<file path="src/rtl/bine_pkg.sv">
package bine_pkg;

  // Request codes
  localparam logic [3:0] REQ_CLEAR   = 4'd0;
  localparam logic [3:0] REQ_ROUTE   = 4'd1;
  localparam logic [3:0] REQ_FIND    = 4'd2;
  localparam logic [3:0] REQ_READ    = 4'd3;
  localparam logic [3:0] REQ_WRKEY   = 4'd4;
  localparam logic [3:0] REQ_INSERT  = 4'd5;
  localparam logic [3:0] REQ_REMOVE  = 4'd6;
  localparam logic [3:0] REQ_ROOT    = 4'd7;
  localparam logic [3:0] REQ_APPEND  = 4'd8;
  localparam logic [3:0] REQ_PREPEND = 4'd9;
  localparam logic [3:0] REQ_SPLIT   = 4'd10;

  // Status codes
  localparam logic [1:0] ST_OK       = 2'd0;
  localparam logic [1:0] ST_NOTFOUND = 2'd1;
  localparam logic [1:0] ST_FULL     = 2'd2;
  localparam logic [1:0] ST_BAD      = 2'd3;

  // Datapath commands
  typedef enum logic [2:0] {
    DP_NONE,
    DP_RD,       // register read of entry at addr
    DP_WR_KEY,   // write key at addr
    DP_WR_CHILD, // write child at addr
    DP_WR_BOTH,  // write key and child at addr
    DP_MOVE      // write held entry at addr
  } dp_op_e;

  typedef struct packed {
    dp_op_e        op;
    logic [5:0]    addr;
    logic          use_new_child;
  } dp_cmd_t;

endpackage

</file>
<file path="src/rtl/bine_if.sv">
interface bine_req_if;
  logic        valid;
  logic        ready;
  logic [3:0]  req_type;
  logic [63:0] search_key;
  logic [30:0] child_ref;
  logic [30:0] new_child;
  logic [5:0]  slot;
  modport source (output valid, req_type, search_key, child_ref, new_child, slot,
                  input ready);
  modport sink (input valid, req_type, search_key, child_ref, new_child, slot,
                output ready);
endinterface

interface bine_rsp_if;
  logic        valid;
  logic        ready;
  logic [30:0] out_child;
  logic [63:0] out_key;
  logic [5:0]  out_slot;
  logic [6:0]  entry_count;
  logic [1:0]  status;
  logic        last;
  modport source (output valid, out_child, out_key, out_slot, entry_count, status, last,
                  input ready);
  modport sink (input valid, out_child, out_key, out_slot, entry_count, status, last,
                output ready);
endinterface

</file>
<file path="src/rtl/bine_ctrl.sv">
module bine_ctrl #(
  parameter int unsigned NODE_ENTRIES = 64,
  parameter int unsigned KEY_BITS     = 64
) (
  input  logic                clk_i,
  input  logic                rst_ni,
  bine_req_if.sink            req,
  bine_rsp_if.source          rsp,
  output bine_pkg::dp_cmd_t   cmd_o,
  output logic [KEY_BITS-1:0] wr_key_o,
  output logic [30:0]         wr_child_o,
  input  logic [KEY_BITS-1:0] rd_key_i,
  input  logic [30:0]         rd_child_i
);

  localparam logic [6:0] FULL = 7'(NODE_ENTRIES);

  typedef enum logic [3:0] {
    S_IDLE, S_DECODE, S_SCAN_RD, S_SCAN_CHK, S_SHIFT_RD, S_SHIFT_WR,
    S_INS_WR, S_ROOT2, S_SPLIT_RD, S_SPLIT_OUT, S_READ_WAIT, S_RESP
  } state_e;

  state_e              state_q;
  logic [3:0]          req_q;
  logic [KEY_BITS-1:0] key_q;
  logic [30:0]         cref_q, nchild_q;
  logic [5:0]          slot_q;
  logic [6:0]          cnt_q;
  logic [6:0]          idx_q;   // scan / shift position
  logic [6:0]          stop_q;  // shift end position
  logic [30:0]         prev_child_q;
  bine_pkg::dp_cmd_t   cmd_q;
  logic                ov_q;
  logic [30:0]         o_child_q;
  logic [63:0]         o_key_q;
  logic [5:0]          o_slot_q;
  logic [1:0]          o_st_q;
  logic                o_last_q;

  // Take a new request only once the previous result has transferred
  assign req.ready       = (state_q == S_IDLE) && !ov_q;
  assign rsp.valid       = ov_q;
  assign rsp.out_child   = o_child_q;
  assign rsp.out_key     = o_key_q;
  assign rsp.out_slot    = o_slot_q;
  assign rsp.entry_count = cnt_q;
  assign rsp.status      = o_st_q;
  assign rsp.last        = o_last_q;
  assign cmd_o           = cmd_q;
  assign wr_key_o        = key_q;
  assign wr_child_o      = (cmd_q.use_new_child) ? nchild_q : cref_q;

  // Sequencer: scans, shifts and result register
  always_ff @(posedge clk_i or negedge rst_ni) begin
    if (!rst_ni) begin
      state_q  <= S_IDLE;
      cnt_q    <= '0;
      ov_q     <= 1'b0;
      cmd_q    <= '{op: bine_pkg::DP_NONE, addr: '0, use_new_child: 1'b0};
      req_q    <= '0;
      key_q    <= '0;
      cref_q   <= '0;
      nchild_q <= '0;
      slot_q   <= '0;
      idx_q    <= '0;
      stop_q   <= '0;
      prev_child_q <= '0;
      o_child_q <= '0;
      o_key_q   <= '0;
      o_slot_q  <= '0;
      o_st_q    <= '0;
      o_last_q  <= 1'b0;
    end else begin
      cmd_q.op <= bine_pkg::DP_NONE;
      if (rsp.valid && rsp.ready) ov_q <= 1'b0;
      case (state_q)
        S_IDLE: begin
          if (req.valid && req.ready) begin
            req_q    <= req.req_type;
            key_q    <= req.search_key[KEY_BITS-1:0];
            cref_q   <= req.child_ref;
            nchild_q <= req.new_child;
            slot_q   <= req.slot;
            state_q  <= S_DECODE;
          end
        end
        S_DECODE: begin
          o_child_q <= '0;
          o_key_q   <= '0;
          o_slot_q  <= '0;
          o_st_q    <= bine_pkg::ST_OK;
          o_last_q  <= 1'b1;
          idx_q     <= '0;
          state_q   <= S_RESP;
          case (req_q)
            bine_pkg::REQ_CLEAR: cnt_q <= '0;
            bine_pkg::REQ_ROUTE, bine_pkg::REQ_FIND: begin
              if (req_q == bine_pkg::REQ_ROUTE && cnt_q == 7'd0) begin
                o_st_q <= bine_pkg::ST_BAD;
              end else if (req_q == bine_pkg::REQ_FIND && cnt_q == 7'd0) begin
                o_st_q <= bine_pkg::ST_NOTFOUND;
              end else begin
                cmd_q   <= '{op: bine_pkg::DP_RD, addr: 6'd0, use_new_child: 1'b0};
                state_q <= S_SCAN_RD;
              end
            end
            bine_pkg::REQ_READ, bine_pkg::REQ_WRKEY, bine_pkg::REQ_REMOVE: begin
              if ({1'b0, slot_q} >= cnt_q) begin
                o_st_q <= bine_pkg::ST_BAD;
              end else if (req_q == bine_pkg::REQ_READ) begin
                cmd_q   <= '{op: bine_pkg::DP_RD, addr: slot_q, use_new_child: 1'b0};
                state_q <= S_READ_WAIT;
              end else if (req_q == bine_pkg::REQ_WRKEY) begin
                cmd_q <= '{op: bine_pkg::DP_WR_KEY, addr: slot_q, use_new_child: 1'b0};
              end else begin
                // shift down from slot+1 to cnt-1
                idx_q   <= {1'b0, slot_q} + 7'd1;
                stop_q  <= cnt_q;
                state_q <= S_SHIFT_RD;
              end
            end
            bine_pkg::REQ_INSERT: begin
              if (cnt_q >= FULL) o_st_q <= bine_pkg::ST_FULL;
              else begin
                cmd_q   <= '{op: bine_pkg::DP_RD, addr: 6'd0, use_new_child: 1'b0};
                state_q <= (cnt_q == 7'd0) ? S_RESP : S_SCAN_RD;
                if (cnt_q == 7'd0) o_st_q <= bine_pkg::ST_NOTFOUND;
              end
            end
            bine_pkg::REQ_ROOT: begin
              cmd_q   <= '{op: bine_pkg::DP_WR_CHILD, addr: 6'd0, use_new_child: 1'b0};
              state_q <= S_ROOT2;
            end
            bine_pkg::REQ_APPEND: begin
              if (cnt_q >= FULL) o_st_q <= bine_pkg::ST_FULL;
              else begin
                cmd_q <= '{op: bine_pkg::DP_WR_BOTH, addr: cnt_q[5:0], use_new_child: 1'b0};
                cnt_q <= cnt_q + 7'd1;
              end
            end
            bine_pkg::REQ_PREPEND: begin
              if (cnt_q >= FULL) o_st_q <= bine_pkg::ST_FULL;
              else begin
                // shift up from cnt down to 1
                idx_q   <= cnt_q;
                stop_q  <= 7'd0;
                state_q <= S_SHIFT_RD;
              end
            end
            bine_pkg::REQ_SPLIT: begin
              if (cnt_q == 7'd0) o_st_q <= bine_pkg::ST_BAD;
              else begin
                idx_q   <= {1'b0, cnt_q[6:1]};
                stop_q  <= cnt_q;
                cnt_q   <= {1'b0, cnt_q[6:1]};
                state_q <= S_SPLIT_RD;
              end
            end
            default: ;
          endcase
        end
        S_SCAN_RD: state_q <= S_SCAN_CHK;
        S_SCAN_CHK: begin
          // compare entry idx with request
          if (req_q == bine_pkg::REQ_ROUTE) begin
            if (idx_q != 7'd0 && key_q < rd_key_i) begin
              o_child_q <= prev_child_q;
              state_q   <= S_RESP;
            end else if (idx_q + 7'd1 >= cnt_q) begin
              o_child_q <= rd_child_i;
              state_q   <= S_RESP;
            end else begin
              prev_child_q <= rd_child_i;
              idx_q   <= idx_q + 7'd1;
              cmd_q   <= '{op: bine_pkg::DP_RD, addr: 6'(idx_q + 7'd1), use_new_child: 1'b0};
              state_q <= S_SCAN_RD;
            end
          end else if (rd_child_i == cref_q) begin
            if (req_q == bine_pkg::REQ_FIND) begin
              o_slot_q <= idx_q[5:0];
              state_q  <= S_RESP;
            end else begin
              // insert at idx+1: shift up from cnt down to idx+2
              stop_q  <= idx_q + 7'd1;
              idx_q   <= cnt_q;
              state_q <= S_SHIFT_RD;
            end
          end else if (idx_q + 7'd1 >= cnt_q) begin
            o_st_q  <= bine_pkg::ST_NOTFOUND;
            state_q <= S_RESP;
          end else begin
            idx_q   <= idx_q + 7'd1;
            cmd_q   <= '{op: bine_pkg::DP_RD, addr: 6'(idx_q + 7'd1), use_new_child: 1'b0};
            state_q <= S_SCAN_RD;
          end
        end
        S_SHIFT_RD: begin
          if (req_q == bine_pkg::REQ_REMOVE) begin
            if (idx_q >= stop_q) begin
              cnt_q   <= cnt_q - 7'd1;
              state_q <= S_RESP;
            end else begin
              cmd_q   <= '{op: bine_pkg::DP_RD, addr: idx_q[5:0], use_new_child: 1'b0};
              state_q <= S_SHIFT_WR;
            end
          end else if (idx_q <= stop_q || idx_q == 7'd0) begin
            state_q <= S_INS_WR;
          end else begin
            cmd_q   <= '{op: bine_pkg::DP_RD, addr: 6'(idx_q - 7'd1), use_new_child: 1'b0};
            state_q <= S_SHIFT_WR;
          end
        end
        S_SHIFT_WR: begin
          if (req_q == bine_pkg::REQ_REMOVE) begin
            cmd_q <= '{op: bine_pkg::DP_MOVE, addr: 6'(idx_q - 7'd1), use_new_child: 1'b0};
            idx_q <= idx_q + 7'd1;
          end else begin
            cmd_q <= '{op: bine_pkg::DP_MOVE, addr: idx_q[5:0], use_new_child: 1'b0};
            idx_q <= idx_q - 7'd1;
          end
          state_q <= S_SHIFT_RD;
        end
        S_INS_WR: begin
          cnt_q <= cnt_q + 7'd1;
          if (req_q == bine_pkg::REQ_INSERT) begin
            cmd_q   <= '{op: bine_pkg::DP_WR_BOTH, addr: stop_q[5:0], use_new_child: 1'b1};
            state_q <= S_RESP;
          end else begin
            cmd_q   <= '{op: bine_pkg::DP_WR_CHILD, addr: 6'd0, use_new_child: 1'b0};
            idx_q   <= 7'd1;
            state_q <= S_ROOT2;
          end
        end
        S_ROOT2: begin
          // root: key1/new child at 1; prepend: key1 only
          if (req_q == bine_pkg::REQ_ROOT) begin
            cmd_q <= '{op: bine_pkg::DP_WR_BOTH, addr: 6'd1, use_new_child: 1'b1};
            cnt_q <= 7'd2;
          end else begin
            cmd_q <= '{op: bine_pkg::DP_WR_KEY, addr: 6'd1, use_new_child: 1'b0};
          end
          state_q <= S_RESP;
        end
        S_READ_WAIT: begin
          if (idx_q == 7'd0) idx_q <= 7'd1;
          else begin
            o_child_q <= rd_child_i;
            o_key_q   <= 64'(rd_key_i);
            state_q   <= S_RESP;
          end
        end
        S_SPLIT_RD: begin
          if (!ov_q || rsp.ready) begin
            cmd_q   <= '{op: bine_pkg::DP_RD, addr: idx_q[5:0], use_new_child: 1'b0};
            state_q <= S_SPLIT_OUT;
          end
        end
        S_SPLIT_OUT: begin
          if (cmd_q.op == bine_pkg::DP_NONE) begin
            o_child_q <= rd_child_i;
            o_key_q   <= 64'(rd_key_i);
            o_last_q  <= (idx_q + 7'd1 == stop_q);
            ov_q      <= 1'b1;
            idx_q     <= idx_q + 7'd1;
            state_q   <= (idx_q + 7'd1 == stop_q) ? S_IDLE : S_SPLIT_RD;
          end
        end
        S_RESP: begin
          if (!ov_q || rsp.ready) begin
            ov_q    <= 1'b1;
            state_q <= S_IDLE;
          end
        end
        default: state_q <= S_IDLE;
      endcase
    end
  end

endmodule
</file>
<file path="src/flat_wrapper.sv">
// flat-port wrapper written by rule: the top's interface ports become plain ports
module bine_ctrl_flat 
#(
  parameter int unsigned NODE_ENTRIES = 64,
  parameter int unsigned KEY_BITS     = 64
)
  (clk_i, rst_ni, cmd_o, wr_key_o, wr_child_o, rd_key_i, rd_child_i, req_valid, req_req_type, req_search_key, req_child_ref, req_new_child, req_slot, req_ready, rsp_valid, rsp_out_child, rsp_out_key, rsp_out_slot, rsp_entry_count, rsp_status, rsp_last, rsp_ready);
  bine_req_if req_i ();
  bine_rsp_if rsp_i ();
  input  logic clk_i;
  input  logic rst_ni;
  output bine_pkg::dp_cmd_t cmd_o;
  output logic [KEY_BITS-1:0] wr_key_o;
  output logic [30:0] wr_child_o;
  input  logic [KEY_BITS-1:0] rd_key_i;
  input  logic [30:0] rd_child_i;
  input wire logic [$bits(req_i.valid)-1:0] req_valid;
  input wire logic [$bits(req_i.req_type)-1:0] req_req_type;
  input wire logic [$bits(req_i.search_key)-1:0] req_search_key;
  input wire logic [$bits(req_i.child_ref)-1:0] req_child_ref;
  input wire logic [$bits(req_i.new_child)-1:0] req_new_child;
  input wire logic [$bits(req_i.slot)-1:0] req_slot;
  output wire logic [$bits(req_i.ready)-1:0] req_ready;
  output wire logic [$bits(rsp_i.valid)-1:0] rsp_valid;
  output wire logic [$bits(rsp_i.out_child)-1:0] rsp_out_child;
  output wire logic [$bits(rsp_i.out_key)-1:0] rsp_out_key;
  output wire logic [$bits(rsp_i.out_slot)-1:0] rsp_out_slot;
  output wire logic [$bits(rsp_i.entry_count)-1:0] rsp_entry_count;
  output wire logic [$bits(rsp_i.status)-1:0] rsp_status;
  output wire logic [$bits(rsp_i.last)-1:0] rsp_last;
  input wire logic [$bits(rsp_i.ready)-1:0] rsp_ready;
  assign req_i.valid = req_valid;
  assign req_i.req_type = req_req_type;
  assign req_i.search_key = req_search_key;
  assign req_i.child_ref = req_child_ref;
  assign req_i.new_child = req_new_child;
  assign req_i.slot = req_slot;
  assign req_ready = req_i.ready;
  assign rsp_valid = rsp_i.valid;
  assign rsp_out_child = rsp_i.out_child;
  assign rsp_out_key = rsp_i.out_key;
  assign rsp_out_slot = rsp_i.out_slot;
  assign rsp_entry_count = rsp_i.entry_count;
  assign rsp_status = rsp_i.status;
  assign rsp_last = rsp_i.last;
  assign rsp_i.ready = rsp_ready;
  bine_ctrl #(.NODE_ENTRIES(NODE_ENTRIES), .KEY_BITS(KEY_BITS)) u_core (.clk_i(clk_i), .rst_ni(rst_ni), .req(req_i), .rsp(rsp_i), .cmd_o(cmd_o), .wr_key_o(wr_key_o), .wr_child_o(wr_child_o), .rd_key_i(rd_key_i), .rd_child_i(rd_child_i));
endmodule
</file>
<file path="config.mk">
export PLATFORM = sky130hd
export DESIGN_NAME = bine_ctrl_flat
export DESIGN_NICKNAME = d
export VERILOG_FILES = /design/src/rtl/bine_pkg.sv /design/src/rtl/bine_if.sv /design/src/rtl/bine_ctrl.sv /design/src/flat_wrapper.sv
export SDC_FILE = /design/constraint.sdc
export NUM_CORES = 1
export LEC_CHECK = 0
export BUFFER_PORTS_ARGS = -buffer_cell sky130_fd_sc_hd__clkbuf_2
export CORE_ASPECT_RATIO = 1.1
export CORE_MARGIN = 2
export CORE_UTILIZATION = 25
export CTS_BUF_LIST = sky130_fd_sc_hd__clkbuf_4
export DETAILED_ROUTE_END_ITERATION = 16
export GPL_ROUTABILITY_DRIVEN = 0
export SETUP_SLACK_MARGIN = 0.3
export SYNTH_ARGS = -nofsm -noshare
export SYNTH_HDL_FRONTEND = slang
export SYNTH_SLANG_ARGS = --single-unit
</file>
<file path="constraint.sdc">
create_clock -name clk_i -period 7.7 [get_ports clk_i]
set_input_delay 0.77 -clock clk_i [delete_from_list [all_inputs] [get_ports clk_i]]
set_output_delay 0.77 -clock clk_i [all_outputs]
set_load 0.02 [all_outputs]
</file>
* Word-level counts from Yosys, hierarchy flattened *
Index checks and enable logic that the tools add are counted.

storage, ports and cells
  bits in registers = 307
  logic and storage cells = 239
  output and inout bits = 218
  bits of input ports = 235

operators by class
  reduce and logical (&&, ||, !) cells = 37
  eq/ne operators = 59
  bitwise gates (word level) = 2
  add/subtract/negate cells = 5
  muxes and demuxes = 111
  magnitude comparators = 6

operators by type and width
  kind                  count
  $pmux W64 S3          1
  $mux W7               27
  $mux W31              6
  $mux W64              2
  $pmux W31 S4          1
  $mux W10              10
  $mux W4               22
  $pmux W10 S7          1
  $lt A64 B64 Y1        1
  $pmux W7 S3           3
  $pmux W10 S5          1
  $mux W8               6
  $pmux W4 S12          1
  $pmux W7 S6           1
  $ne A3 B3 Y1 const B  11
  $eq A4 B3 Y1 const B  8
  $eq A31 B31 Y1        1
  $eq A4 B4 Y1 const B  7
  $pmux W7 S4           1
  $mux W6               4
  $pmux W4 S6           1
  $ne A2 B1 Y1 const B  11
  $mux W2               10
  $eq A4 B2 Y1 const B  4
  44 further kinds      79

* Longest topological paths before layout *
Gate-level depths: netlist of run 1.

  word-level depth = 6
  mapped depth = 13
  gate-level depth less buffers = 11

* Worst setup path after synthesis of run 1 *
Ideal clock, no wire load.

  path kind = input port to flip-flop
  start point = input port rd_key_i[31]
  end point = register u_core.prev_child_q[0]
  data arrival time = 3.099 ns
  path slack = 4.475 ns
  stages = 10
  setup time = 0.125 ns
  required time = 7.575 ns
  buffers on the path = 1
  path through = inv_1 ha_1 nand4_1 or4_1 nor4_1 a221o_1 o211ai_2 nor2_2 buf_6 mux2_4

on the way
  longest elaborated chain between the ends = 4

RTL lines
  item                                line                text
  from (decl)                         flat_wrapper.sv:15  input logic [KEY_BITS-1:0] rd_key_i;
  $lt A64 B64 Y1                      bine_ctrl.sv:166    if (idx_q != 7'd0 && key_q < rd_key_i) begin
  $logic_and A1 B1 Y1                 bine_ctrl.sv:166
  $not A1 Y1 (no source line)         n/a
  $reduce_and A4 Y1 (no source line)  n/a
  to (signal assigned)                bine_ctrl.sv:173    prev_child_q <= rd_child_i;
  to (decl)                           bine_ctrl.sv:31     logic [30:0] prev_child_q;

Every way passes these cells.
A chain may end at the register's enable or synchronous reset.

* Worst setup path after layout of run 1 *
  start point = register u_core.idx_q[0]
  end point = register u_core.o_child_q[23], in the netlist u_core.rsp.out_child[23]

on the way
  longest elaborated chain between the ends = 5
  elaborated cells between the ends (all ways) = 11
  classes of those cells = 1 x add/sub; 1 x order compare; 2 x eq/ne; 3 x mux; 4 x reduce/logical

RTL lines
  item                                                                   line              text
  from (decl)                                                            bine_ctrl.sv:29   logic [6:0] idx_q;
  from (signal assigned)                                                 bine_ctrl.sv:117  idx_q <= {1'b0, slot_q} + 7'd1;
  from (signal assigned)                                                 bine_ctrl.sv:145  idx_q <= cnt_q;
  from (signal assigned)                                                 bine_ctrl.sv:153  idx_q <= {1'b0, cnt_q[6:1]};
  parallel branches: the longest is 5 deep, another holds $add A7 B1 Y7  n/a
  to (signal assigned)                                                   bine_ctrl.sv:167  o_child_q <= prev_child_q;
  to (signal assigned)                                                   bine_ctrl.sv:170  o_child_q <= rd_child_i;
  to (signal assigned)                                                   bine_ctrl.sv:247  o_child_q <= rd_child_i;
  to (decl)                                                              bine_ctrl.sv:34   logic [30:0] o_child_q;

Several ways; the timed one is not identified. The select of a mux whose other input is x is not followed.

==> summary.md, run 1 <==
| Metric | Value |
|---|---|
| Total internal power | `0.004908 W` |
| R2r endpoint | `u_core.rsp.out_child[23]$_DFFE_PN0P_` |
| Cell breakdown of the critical path | `ha_1 -> nand3_1 -> xor2_1 -> inv_1 -> ha_1 -> nand2_1 -> o21a_1 -> o21a_1 -> o211ai_2 -> buf_4 -> and2_1 -> a31oi_1` |
| Starting utilization of the core area | `25.29%` |
| Commonest cells in the synthesized netlist | `307 x dfrtp_1, 236 x nand2_1, 170 x mux2_2` |
| Core region area | `0.06913 sq mm` |
| Switching power as a share of total power | `roughly 47%` |
| Start point of the critical path | `u_core.idx_q[0]$_DFFE_PN0P_` |
| Areal power density over the cells | `between 400 and 500 mW/mm^2` |
| Vias post-DR | `15570` |
| Most area-hungry cell type in the Yosys netlist | `dfrtp_1` |
| Initial antenna violation count | `8` |
| Critical Path Max Stage Delay | `just under 1 ns` |
| Clock transition at path regs | `0.07 ns` |
| Least setup slack across all paths after layout | `around 3.2 ns` |
| Max Clock Skew | `0.05839 ns` |
| Detailed placement HPWL | `46560 microns` |
| Clock latency on the worst-skew pair | `around 0.85 ns` |
| Inserted Clock Buffers | `85` |
| Yosys reg bits | `307` |
| Global-route wire length before repair | `~94000 microns` |
| Netlist Area Pre-Place | `0.01748 sq mm` |
| Sequential power share | `between 30% and 40%` |
| Gr usage total | `16.84%` |
| Data arrival time of the critical path | `5.17 ns` |
| Slew of the pin with the lowest slew margin | `between 1 and 1.5 ns` |
| Share of flip-flops with an asynchronous set or reset | `100.0%` |
| Share of Yosys cell area claimed by the top area cell type | `between 40 and 50%` |
| Maximum fanout along the worst path | `33` |
| Maximum number of buffers from clock root to sink | `3` |
| Path class of the lowest-slack min-delay path | `in2reg` |
| Setup_tns | `0 ns` |
| Worst reg2reg path depth | `12` |
| Total global routing overflow | `0` |
| Final critical delay including setup and external delays | `4.546 ns` |
| Post-synth cell types | `72` |
| Vias per cell | `4.824` |
| Max-cap violation count | `0` |
| Clock network fraction of design power | `16.9%` |
| Clock tree from TritonCTS | `built` |
| Most area-consuming cells after synthesis | `dfrtp_1 44%, mux2_2 11%, ha_1 6.5%` |
| Fraction of layout instances using a drive strength above 1 | `35.63%` |
| Count of standard-cell rows | `between 100 and 150` |
| Share of the core filled with cells in the final layout | `about a third` |
| Number of levels the H-tree was split into | `3` |
| Maximum number of pins on one net before global-route repair | `roughly 150` |
| Run status | `finished clean` |
| Net switching component of the power | `0.004359 W` |
| Highest attainable clock frequency | `0.2200 GHz` |
| Number of nets in the final layout | `2556` |
| DIE HEIGHT | `281.4 microns` |
| Clock root buffer master | `clkbuf_4` |
| Net count after synthesis | `2109` |
| Num ports | `453` |
| Fraction of the cycle the final worst path needs | `59.04%` |
| Floorplan die width | `between 200 and 300 microns` |
| Hold_sp | `rd_key_i[54]` |
| Critical path endpoint category | `register` |
| Final setup viols | `0` |
| Leakage power | `10.36 nW` |
| Synth Instances | `~1800` |
| Number of DRC violations after detailed-routing iteration 0 | `1204` |
| Fill cell instance count of the final layout | `7343` |
| RSZ-0062 raised after global routing | `no` |
| Number of enable-type register cells in the synthesized netlist | `0` |
| Number of warnings issued by yosys | `0` |
| Number of buffer cells added on primary ports | `452` |
| Layout-stage area growth over the synthesis result | `24.50%` |
| Area of the die | `0.07207 sq mm` |
| Via count of the first global-routing pass | `15540` |
| Final wirelength | `62830 microns` |
| Required time worst endpoint | `8.32 ns` |
| Part of the total power dissipated in combinational logic | `49.7%` |
| First-pass DRT Iterations | `7` |
| Beginning of the worst register-to-register path | `u_core.idx_q[0]$_DFFE_PN0P_` |
| Critical path type | `reg2reg` |
| Post-placement worst setup slack | `between 2 and 3 ns` |
| Final max-slew violation count | `0` |
| Detail Route Antenna Nets | `0` |
| Remaining max-slew budget at the tightest pin | `20.77%` |
| Register area share after synthesis | `43.94%` |
| Number of clock sinks seen by CTS | `307` |
| Termination of the worst setup path | `u_core.rsp.out_child[23]$_DFFE_PN0P_` |
| Highest-delay cell along the critical path | `and2_1` |
| Register-to-register path setup slack | `3.15 ns` |
| Most frequent cell after synthesis | `dfrtp_1` |
| CP Launch Type | `register` |
| Largest voltage drop on the vdd net | `202.9 uV` |
| Post-detailed-route DRC marker count | `0` |
| Final count of hold timing violations | `0` |
| Avg WL per Cell | `19.46 microns` |
| Top FF cell, synth | `dfrtp_1` |
| Average cell area after synthesis | `9.805 sq um` |
-- per-stage QoR --
| step | instance area, sq um | power [W] | std cells | hold WS (ns) |
|---|---|---|---|---|
| 2_1_floorplan | 17480 | 0.006031 | 1783 | 0.4737 |
| 3_3_place_gp | 20640 | 0.007666 | 3069 | 0.4654 |
| 3_5_place_dp | 20640 | 0.007718 | 3069 | 0.4736 |
| 4_1_cts | 21750 | 0.009341 | 3223 | 0.01132 |
| 5_1_grt | 21770 | 0.009945 | 3228 | 0.06794 |
| 6_report | 21770 | 0.009267 | 3228 | 0.1498 |
-- layout make-up --
type / count / area (sq um) / area share, %
Tap cell: 927 / 1160 / 5.329
Multi-Input combinational cell: 1266 / 9017 / 41.43
Inverter: 103 / 386.6 / 1.776
Sequential cell: 307 / 7684 / 35.30
Antenna cell: 5 / 12.51 / 0.05748
Clock buffer: 120 / 900.9 / 4.139
Clock inverter: 33 / 206.4 / 0.9484
Timing Repair Buffer: 467 / 2400 / 11.02
-- cell families (layout without fill, tap and decap cells) --
group	after synthesis	in the layout	synth area share (%)
AOI/OAI and AO/OA	440	440	15.57
other	0	5	0
DFF	307	307	43.94
and+or+nand+nor	471	471	12.36
adders and majority gates	91	91	6.513
xor gates and xnor gates	56	56	2.805
muxes	208	208	14.06
buffers and inverters	210	723	4.759
-- metal layers --
layer  GRT usage [%]  vias to the layer above  wire length (microns)
li1                -                     7278                      -
met1           20.14                     7534                  25180
met2           28.91                      641                  31230
met3           4.090                      113                   4451
met4           7.123                        6                   1930
met5               0                        -                     37
-- worst max-delay path, delay by kind of cell, from the launching register on --
kind,cells,cell delay (ns)
AND/OR/NAND/NOR,3,1.18
adder cells (fa/ha/maj),2,0.75
AO/OA/AOI/OAI,4,0.86
buffers and inverters,2,0.52
XOR/XNOR,1,0.35
flip-flops,1,0.68
-- registers in the layout, summed over array words and instances, names as in the netlist, 6 cells and up --
register / cells
u_core.rsp.out_key: 64
u_core.rsp.out_child: 31
u_core.nchild_q: 31
u_core.prev_child_q: 31
u_core.idx_q: 7
u_core.cmd_o: 10
u_core.rsp.out_slot: 6
u_core.stop_q: 7
u_core.rsp.entry_count: 7
u_core.wr_key_o: 64
u_core.slot_q: 6
u_core.cref_q: 31
-- cell usage in the layout (no fill, tap or decap), types with 8 or more instances in the layout --
cell type | netlist | routed
mux2_4 | 30 | 30
mux2_2 | 170 | 170
clkbuf_2 | 1 | 451
a21o_1 | 10 | 10
xnor2_1 | 49 | 49
or3_1 | 9 | 9
dfrtp_1 | 307 | 306
and3_1 | 10 | 10
o21ai_0 | 156 | 156
a22oi_1 | 20 | 20
buf_4 | 3 | 13
inv_1 | 103 | 103
nand2b_1 | 18 | 18
nand2_1 | 236 | 236
o22ai_1 | 12 | 12
nand4_1 | 23 | 23
nor2_1 | 60 | 59
a21oi_1 | 101 | 99
nand3_1 | 35 | 34
o21a_1 | 8 | 8
nor2b_1 | 40 | 40
ha_1 | 91 | 91
clkinv_1 | 0 | 19
o221ai_1 | 9 | 9
a211oi_1 | 10 | 10
nor3_1 | 20 | 20
clkbuf_4 | 0 | 120
a31oi_1 | 41 | 41
clkinv_2 | 0 | 8
-- power by group through the flow --
stage               Clock [W]  Combinational, W  Sequential, W
finish                0.00157           0.00460        0.00310
global route          0.00171           0.00505        0.00319
global placement            0           0.00456        0.00310
floorplan                   0           0.00272        0.00331
CTS                   0.00163           0.00461        0.00310
detailed placement          0           0.00461        0.00311
-- worst min path at each step --
stage,endpoint,slack (ns),cells after the start
finish,u_core.rsp.out_key[54]$_DFFE_PN0P_,0.15,3
CTS,u_core.rsp.out_key[9]$_DFFE_PN0P_,0.01,3
global route,u_core.nchild_q[11]$_DFFE_PN0P_,0.07,2
floorplan,u_core.cmd_o[0]$_DFFE_PN0P_,0.47,0
global placement,u_core.rsp.out_slot[4]$_DFFE_PN0P_,0.47,2
detailed placement,u_core.rsp.out_slot[4]$_DFFE_PN0P_,0.47,2
-- timing repair --
| item | 4_1_cts | 5_1_grt |
|---|---|---|
| hold buffers | 1 | 0 |
| gates resized for setup | 0 | 0 |
| setup buffers | 0 | 0 |
| setup endpoints to repair | 0 | 0 |
| endpoints found under the hold margin | 80 | 0 |
(Power assumes the default switching activity.)
==> inputs of run 2 (changes only) <==
--- a/config.mk
+++ b/config.mk
@@ -5,6 +5,7 @@
 export SDC_FILE = /design/constraint.sdc
 export NUM_CORES = 1
 export LEC_CHECK = 0
+export ABC_AREA = 1
 export BUFFER_PORTS_ARGS = -buffer_cell sky130_fd_sc_hd__clkbuf_2
 export CORE_ASPECT_RATIO = 1.1
 export CORE_MARGIN = 2
==> constraint.sdc (replaced) <==
create_clock -name clk_i -period 3.8 [get_ports clk_i]
set_input_delay 0.38 -clock clk_i [delete_from_list [all_inputs] [get_ports clk_i]]
set_output_delay 0.38 -clock clk_i [all_outputs]
set_load 0.02 [all_outputs]
==> summary.md, run 2 <==
| Metric | Value |
|---|---|
| Share of flip-flops with an asynchronous set or reset | `100.0%` |
| Critical path endpoint category | `register` |
| First-pass DRT Iterations | `6` |
| Required time worst endpoint | `4.51 ns` |
| Gr usage total | `18.95%` |
| Largest voltage drop on the vdd net | `between 300 and 400 uV` |
| Floorplan die width | `258.6 microns` |
| Final setup viols | `0` |
| Cell breakdown of the critical path | `ha_1 -> nand4_1 -> nor2_1 -> nand2_1 -> nand2_1 -> inv_1 -> ha_1 -> nand2_1 -> nor2_1 -> nand2_1 -> nand3_1 -> clkinvlp_4 -> or2_2 -> inv_1 -> nor2_1 -> a21oi_1 -> nand2_1` |
| Commonest non-fill, non-tap cells in the layout | `841 x nand2_1, 451 x clkbuf_2, 305 x dfrtp_1, 258 x inv_1, 233 x dlygate4sd3_1` |
| Number of buffer cells added on primary ports | `452` |
| Fraction of the cycle the final worst path needs | `roughly 86%` |
| Inserted Clock Buffers | `between 80 and 90` |
| Data arrival time of the critical path | `3.97 ns` |
| Number of DRC violations after detailed-routing iteration 0 | `1470` |
| Final wirelength | `71090 microns` |
| Area of the die | `around 0.073 sq mm` |
| Post-synth cell types | `46` |
| RSZ-0062 raised after global routing | `no` |
| Clock tree from TritonCTS | `built` |
| Net count after synthesis | `2749` |
| Slew of the pin with the lowest slew margin | `0.8805 ns` |
| Via count of the first global-routing pass | `19210` |
| Detailed placement HPWL | `50660 microns` |
| Fraction of layout instances using a drive strength above 1 | `between 20% and 30%` |
| Num ports | `~450` |
| Average cell area after synthesis | `7.359 sq um` |
| Maximum fanout along the worst path | `11` |
| Avg WL per Cell | `17.20 microns` |
| Setup_tns | `0 ns` |
| Library cell appearing most often on the critical path | `nand2_1` |
| Post-detailed-route DRC marker count | `0` |
| Clock transition at path regs | `0.07 ns` |
| Number of levels the H-tree was split into | `3` |
| Share of Yosys cell area claimed by the top area cell type | `a little over two fifths` |
| Most area-hungry cell type in the Yosys netlist | `dfrtp_1` |
| Cell area after placement | `0.02115 sq mm` |
| Register area share after synthesis | `a little over two fifths` |
| Commonest cells in the synthesized netlist | `842 x nand2_1, 307 x dfrtp_1, 259 x inv_1` |
| Top FF cell, synth | `dfrtp_1` |
| Initial antenna violation count | `9` |
| Areal power density over the cells | `approximately 790 mW/mm^2` |
| Total global routing overflow | `0` |
| Netlist Area Pre-Place | `0.01783 sq mm` |
| Detail Route Antenna Nets | `0` |
| Highest attainable clock frequency | `0.3060 GHz` |
| Final max-slew violation count | `0` |
| Share of the core filled with cells in the final layout | `a little over a third` |
| Leakage power | `~13 nW` |
| Final count of hold timing violations | `0` |
| Most frequent cell after synthesis | `nand2_1` |
| Most area-consuming cells after synthesis | `dfrtp_1 43%, nand2_1 18%, ha_1 6.4%` |
| Run status | `finished clean` |
| Number of enable-type register cells in the synthesized netlist | `0` |
| Starting utilization of the core area | `between 20% and 30%` |
| Vias per cell | `approximately 4.7` |
| Synth Instances | `around 2400` |
| CP Launch Type | `register` |
| Number of clock sinks seen by CTS | `roughly 310` |
| Critical path type | `reg2reg` |
| Remaining max-slew budget at the tightest pin | `41.30%` |
| Maximum number of buffers from clock root to sink | `3` |
| Highest-delay cell along the critical path | `dfrtp_2` |
| Maximum number of pins on one net before global-route repair | `98` |
| DIE HEIGHT | `about 280 microns` |
| Clock root buffer master | `clkbuf_4` |
| Critical Path Max Stage Delay | `0.50 ns` |
| Core region area | `0.07045 sq mm` |
| Leading cell type in the layout, fill and taps excluded | `nand2_1` |
| Final instance area | `0.02460 sq mm` |
| Max Clock Skew | `around 0.063 ns` |
| Final critical delay including setup and external delays | `3.268 ns` |
| Clock latency on the worst-skew pair | `0.85 ns` |
| Vias post-DR | `19260` |
| Hold WS | `around 0.16 ns` |
| Global-route wire length before repair | `108900 microns` |
| Path class of the lowest-slack min-delay path | `in2reg` |
| Buf/Inv on CP | `3` |
| Top delay family on crit path | `simple AND/OR/NAND/NOR gates` |
| Number of warnings issued by yosys | `0` |
| Layout-stage area growth over the synthesis result | `37.96%` |
| Count of standard-cell rows | `102` |
| Yosys reg bits | `307` |
| Max-cap violation count | `0` |
| Number of nets in the final layout | `3457` |
-- run 2: cell count changes in the layout (fill, tap and decap cells not counted), moves of 40 or more --
cell and change:
inv_1 +155, dlygate4sd3_1 +232, nor2b_1 -40, nand2_1 +605, o21ai_0 +65, mux2_2 -170, nand3_1 +173, nor2_1 +41
-- run 2: final timing paths --
path                       slack (ns)                                start                             endpoint  depth (start not counted)
setup / recovery                 0.53          u_core.idx_q[0]$_DFFE_PN0P_          u_core.cmd_o[2]$_DFFE_PN0P_                         17
hold reg to reg                  0.48  u_core.rsp.out_child[3]$_DFFE_PN0P_  u_core.rsp.out_child[3]$_DFFE_PN0P_                          2
min in group asynchronous        0.19                               rst_ni  u_core.rsp.out_child[4]$_DFFE_PN0P_                          2
setup reg to reg                 0.53          u_core.idx_q[0]$_DFFE_PN0P_          u_core.cmd_o[2]$_DFFE_PN0P_                         17
max in group asynchronous        2.60                               rst_ni         u_core.stop_q[4]$_DFFE_PN0P_                          3
hold / removal                   0.16                            req_valid         u_core.slot_q[2]$_DFFE_PN0P_                          5
-- run 2: cell families (layout without fill, tap and decap cells) --
| group | count (synthesis) | count (layout) | share of synthesized area [%] |
|---|---|---|---|
| AO/OA/AOI/OAI | 355 | 355 | 10.57 |
| XOR/XNOR | 46 | 46 | 2.260 |
| adder cells (fa/ha/maj) | 91 | 91 | 6.386 |
| buffers and inverters | 379 | 1147 | 8.449 |
| flip-flops | 307 | 307 | 43.08 |
| other | 0 | 6 | 0 |
| AND/OR/NAND/NOR | 1245 | 1246 | 29.25 |
-- run 2: worst register-to-register path, delay by kind of cell, from the launching register on --
family / cells / cell delay [ns]
adders and majority gates: 2 / 0.56
and+or+nand+nor: 11 / 1.46
buffers and inverters: 3 / 0.46
DFF: 1 / 0.50
AOI/OAI and AO/OA: 1 / 0.14
-- run 2: area by class of cell --
| class | instances | area [sq um] |
|---|---|---|
| antenna | 6 | 15.01 |
| tap | 936 | 1171 |
| clock buffer | 121 | 908.4 |
| clock inverter | 31 | 151.4 |
| inverter | 273 | 1033 |
| fill | 7426 | 45850 |
| multi-input combinational | 1738 | 8673 |
| sequential | 307 | 7685 |
| timing repair buffer | 722 | 4961 |
-- run 2: per-stage QoR --
step | setup slack, ns | cells | total power (W)
after CTS | 0.3945 | 4126 | 0.01940
after detailed placement | 0.4274 | 3741 | 0.01602
after floorplan | 0.9543 | 2423 | 0.01240
after global routing | 0.3201 | 4133 | 0.02108
final | 0.5320 | 4134 | 0.01946
after global placement | 0.4498 | 3741 | 0.01592
-- run 2: routing by layer --
layer	wire length (microns)	track usage (%)	up-vias
li1	-	-	9281
met1	29170	23.47	8790
met2	32280	30.12	943
met3	5943	4.842	239
met4	3654	10.20	6
met5	37	0	-
-- run 2: power breakdown --
group          switching (W)  internal, W
clock network        0.00157      0.00148
logic                0.00719      0.00336
registers            0.00121      0.00465
total                0.00996      0.00950
-- run 2: what timing repair did --
action | CTS | global route
hold buffers | 233 | 0
buffers inserted | 0 | 1
endpoints found under the setup margin | 0 | 73
resized for setup | 0 | 4
hold endpoints to repair | 353 | 0
==> inputs of run 3 (changes only) <==
--- a/config.mk
+++ b/config.mk
@@ -5,7 +5,6 @@
 export SDC_FILE = /design/constraint.sdc
 export NUM_CORES = 1
 export LEC_CHECK = 0
-export ABC_AREA = 1
 export BUFFER_PORTS_ARGS = -buffer_cell sky130_fd_sc_hd__clkbuf_2
 export CORE_ASPECT_RATIO = 1.1
 export CORE_MARGIN = 2
==> summary.md, run 3 (same netlist as run 1, synthesis figures left out) <==
| Metric | Value |
|---|---|
| Floorplan die width | `256.1 microns` |
| Fraction of layout instances using a drive strength above 1 | `approximately 34%` |
| CP Launch Type | `register` |
| Max Clock Skew | `0.07154 ns` |
| Gr usage total | `18.07%` |
| Areal power density over the cells | `789.1 mW/mm^2` |
| Num ports | `453` |
| Clock transition at path regs | `0.07 ns` |
| Core region area | `around 0.07 sq mm` |
| Slew of the pin with the lowest slew margin | `0.9971 ns` |
| Final count of hold timing violations | `0` |
| Avg WL per Cell | `19.06 microns` |
| Leakage power | `11.57 nW` |
| Share of the core filled with cells in the final layout | `35.56%` |
| Vias post-DR | `16960` |
| Number of DRC violations after detailed-routing iteration 0 | `1417` |
| Area of the die | `around 0.07 sq mm` |
| Commonest non-fill, non-tap cells in the layout | `451 x clkbuf_2, 305 x dfrtp_1, 236 x nand2_1, 233 x dlygate4sd3_1, 170 x mux2_2` |
| Required time worst endpoint | `4.43 ns` |
| Part of the total power dissipated in combinational logic | `53.1%` |
| Starting utilization of the core area | `roughly 25%` |
| Number of buffer cells added on primary ports | `452` |
| First-pass DRT Iterations | `9` |
| Layout-stage area growth over the synthesis result | `40.59%` |
| Final wirelength | `66970 microns` |
| Max layer used | `met4` |
| Length of routed met2 wiring | `32470 microns` |
| Clock tree from TritonCTS | `built` |
| Total internal power | `0.01034 W` |
| Inserted Clock Buffers | `87` |
| Detail Route Antenna Nets | `0` |
| Clock root buffer master | `clkbuf_4` |
| Number of clock sinks seen by CTS | `about 300` |
| Critical path type | `reg2reg` |
| Maximum number of pins on one net before global-route repair | `95` |
| Worst reg2reg path depth | `10` |
| Initial antenna violation count | `10` |
| Start point of the critical path | `u_core.wr_key_o[1]$_DFFE_PN0P_` |
| Maximum number of buffers from clock root to sink | `3` |
| Vias per cell | `4.829` |
| Data arrival time of the critical path | `3.95 ns` |
| Switching power as a share of total power | `46.68%` |
| Register-to-register path setup slack | `roughly 0.48 ns` |
| DIE HEIGHT | `about 280 microns` |
| Leading cell type in the layout, fill and taps excluded | `clkbuf_2` |
| Final setup viols | `0` |
| Largest voltage drop on the vdd net | `407.8 uV` |
| Sequential power share | `31.3%` |
| Fraction of the cycle the final worst path needs | `87.44%` |
| Final critical delay including setup and external delays | `around 3.3 ns` |
| Global-route wire length before repair | `102100 microns` |
| Clock latency on the worst-skew pair | `0.80 ns` |
| Post-detailed-route DRC marker count | `0` |
| Number of nets in the final layout | `about 2800` |
| Detailed placement HPWL | `47950 microns` |
| Path class of the lowest-slack min-delay path | `in2async` |
| Remaining max-slew budget at the tightest pin | `32.82%` |
| Run status | `finished clean` |
| Metal1 wirelength | `approximately 27000 microns` |
| Clock network fraction of design power | `~16%` |
| R2r endpoint | `u_core.rsp.out_child[26]$_DFFE_PN0P_` |
| Max-cap violation count | `0` |
| Total global routing overflow | `0` |
| Critical path endpoint category | `register` |
| Number of levels the H-tree was split into | `3` |
| Maximum fanout along the worst path | `17` |
| Via count of the first global-routing pass | `17420` |
| Wire length on met3 | `approximately 4700 microns` |
| Count of standard-cell rows | `101` |
| Highest attainable clock frequency | `about 0.3 GHz` |
| Beginning of the worst register-to-register path | `u_core.wr_key_o[1]$_DFFE_PN0P_` |
| RSZ-0062 raised after global routing | `no` |
| Final max-slew violation count | `0` |
| Net switching component of the power | `between 0.009 and 0.01 W` |
| Setup_tns | `0 ns` |
==> run 3: what timing repair did <==
action / 4_1_cts / 5_1_grt
buffers inserted: 0 / 1
setup endpoints to repair: 37 / 76
hold buffers: 233 / 0
pin swaps: 0 / 2
endpoints found under the hold margin: 350 / 0
resized for setup: 3 / 9
==> run 3: worst max-delay path: stages, from the launching register on <==
cell and delay, ns:
dfrtp_1 0.40, ha_1 0.32, a2111oi_2 0.35, o32ai_1 0.16, or4_4 0.46, a221o_2 0.46
o211ai_4 0.28, buf_6 0.20, and2_1 0.16, buf_4 0.23, a31oi_1 0.11
==> run 3: stage by stage <==
step | setup WS, ns | total power [W] | cells | hold WS [ns] | area [sq um]
finish | 0.4773 | 0.01940 | 3513 | 0.2195 | 24580
global route | 0.3110 | 0.02079 | 3509 | 0.1602 | 24570
CTS | 0.3069 | 0.01937 | 3500 | 0.09946 | 24500
detailed placement | 0.1476 | 0.01603 | 3118 | 0.4805 | 21110
global placement | 0.1729 | 0.01591 | 3118 | 0.4673 | 21110
floorplan | 0.6272 | 0.01222 | 1783 | 0.08441 | 17480
==> run 3: how the worst max path moves through the flow <==
stage                                                end  cells after the start
finish              u_core.rsp.out_child[26]$_DFFE_PN0P_                     10
global route         u_core.rsp.out_child[4]$_DFFE_PN0P_                     10
CTS                 u_core.rsp.out_child[24]$_DFFE_PN0P_                     10
detailed placement  u_core.rsp.out_child[28]$_DFFE_PN0P_                     12
global placement    u_core.rsp.out_child[20]$_DFFE_PN0P_                     12
floorplan             u_core.prev_child_q[0]$_DFFE_PN0P_                     12
==> run 3: final cells by class <==
type / instances / area, sq um
inverter: 103 / 386.6
fill: 6969 / 44550
multi-input combinational: 1266 / 9061
tap: 927 / 1160
clock inverter: 23 / 110.1
antenna: 12 / 30.03
sequential: 307 / 7685
clock buffer: 126 / 945.9
timing repair buffer: 749 / 5201
==> run 3: routing by layer <==
layer	up-vias	track usage, %
met5	-	0
met4	0	9.117
met3	198	4.306
met2	772	30.61
met1	8116	21.43
li1	7877	-
==> run 3: power groups by stage <==
stage                     clock network, W  logic [W]  registers [W]
after floorplan                          0    0.00552        0.00670
after global placement                   0    0.00984        0.00607
after detailed placement                 0    0.00994        0.00609
after CTS                          0.00314     0.0102        0.00605
after global routing               0.00333     0.0112        0.00625
final                              0.00303     0.0103        0.00607
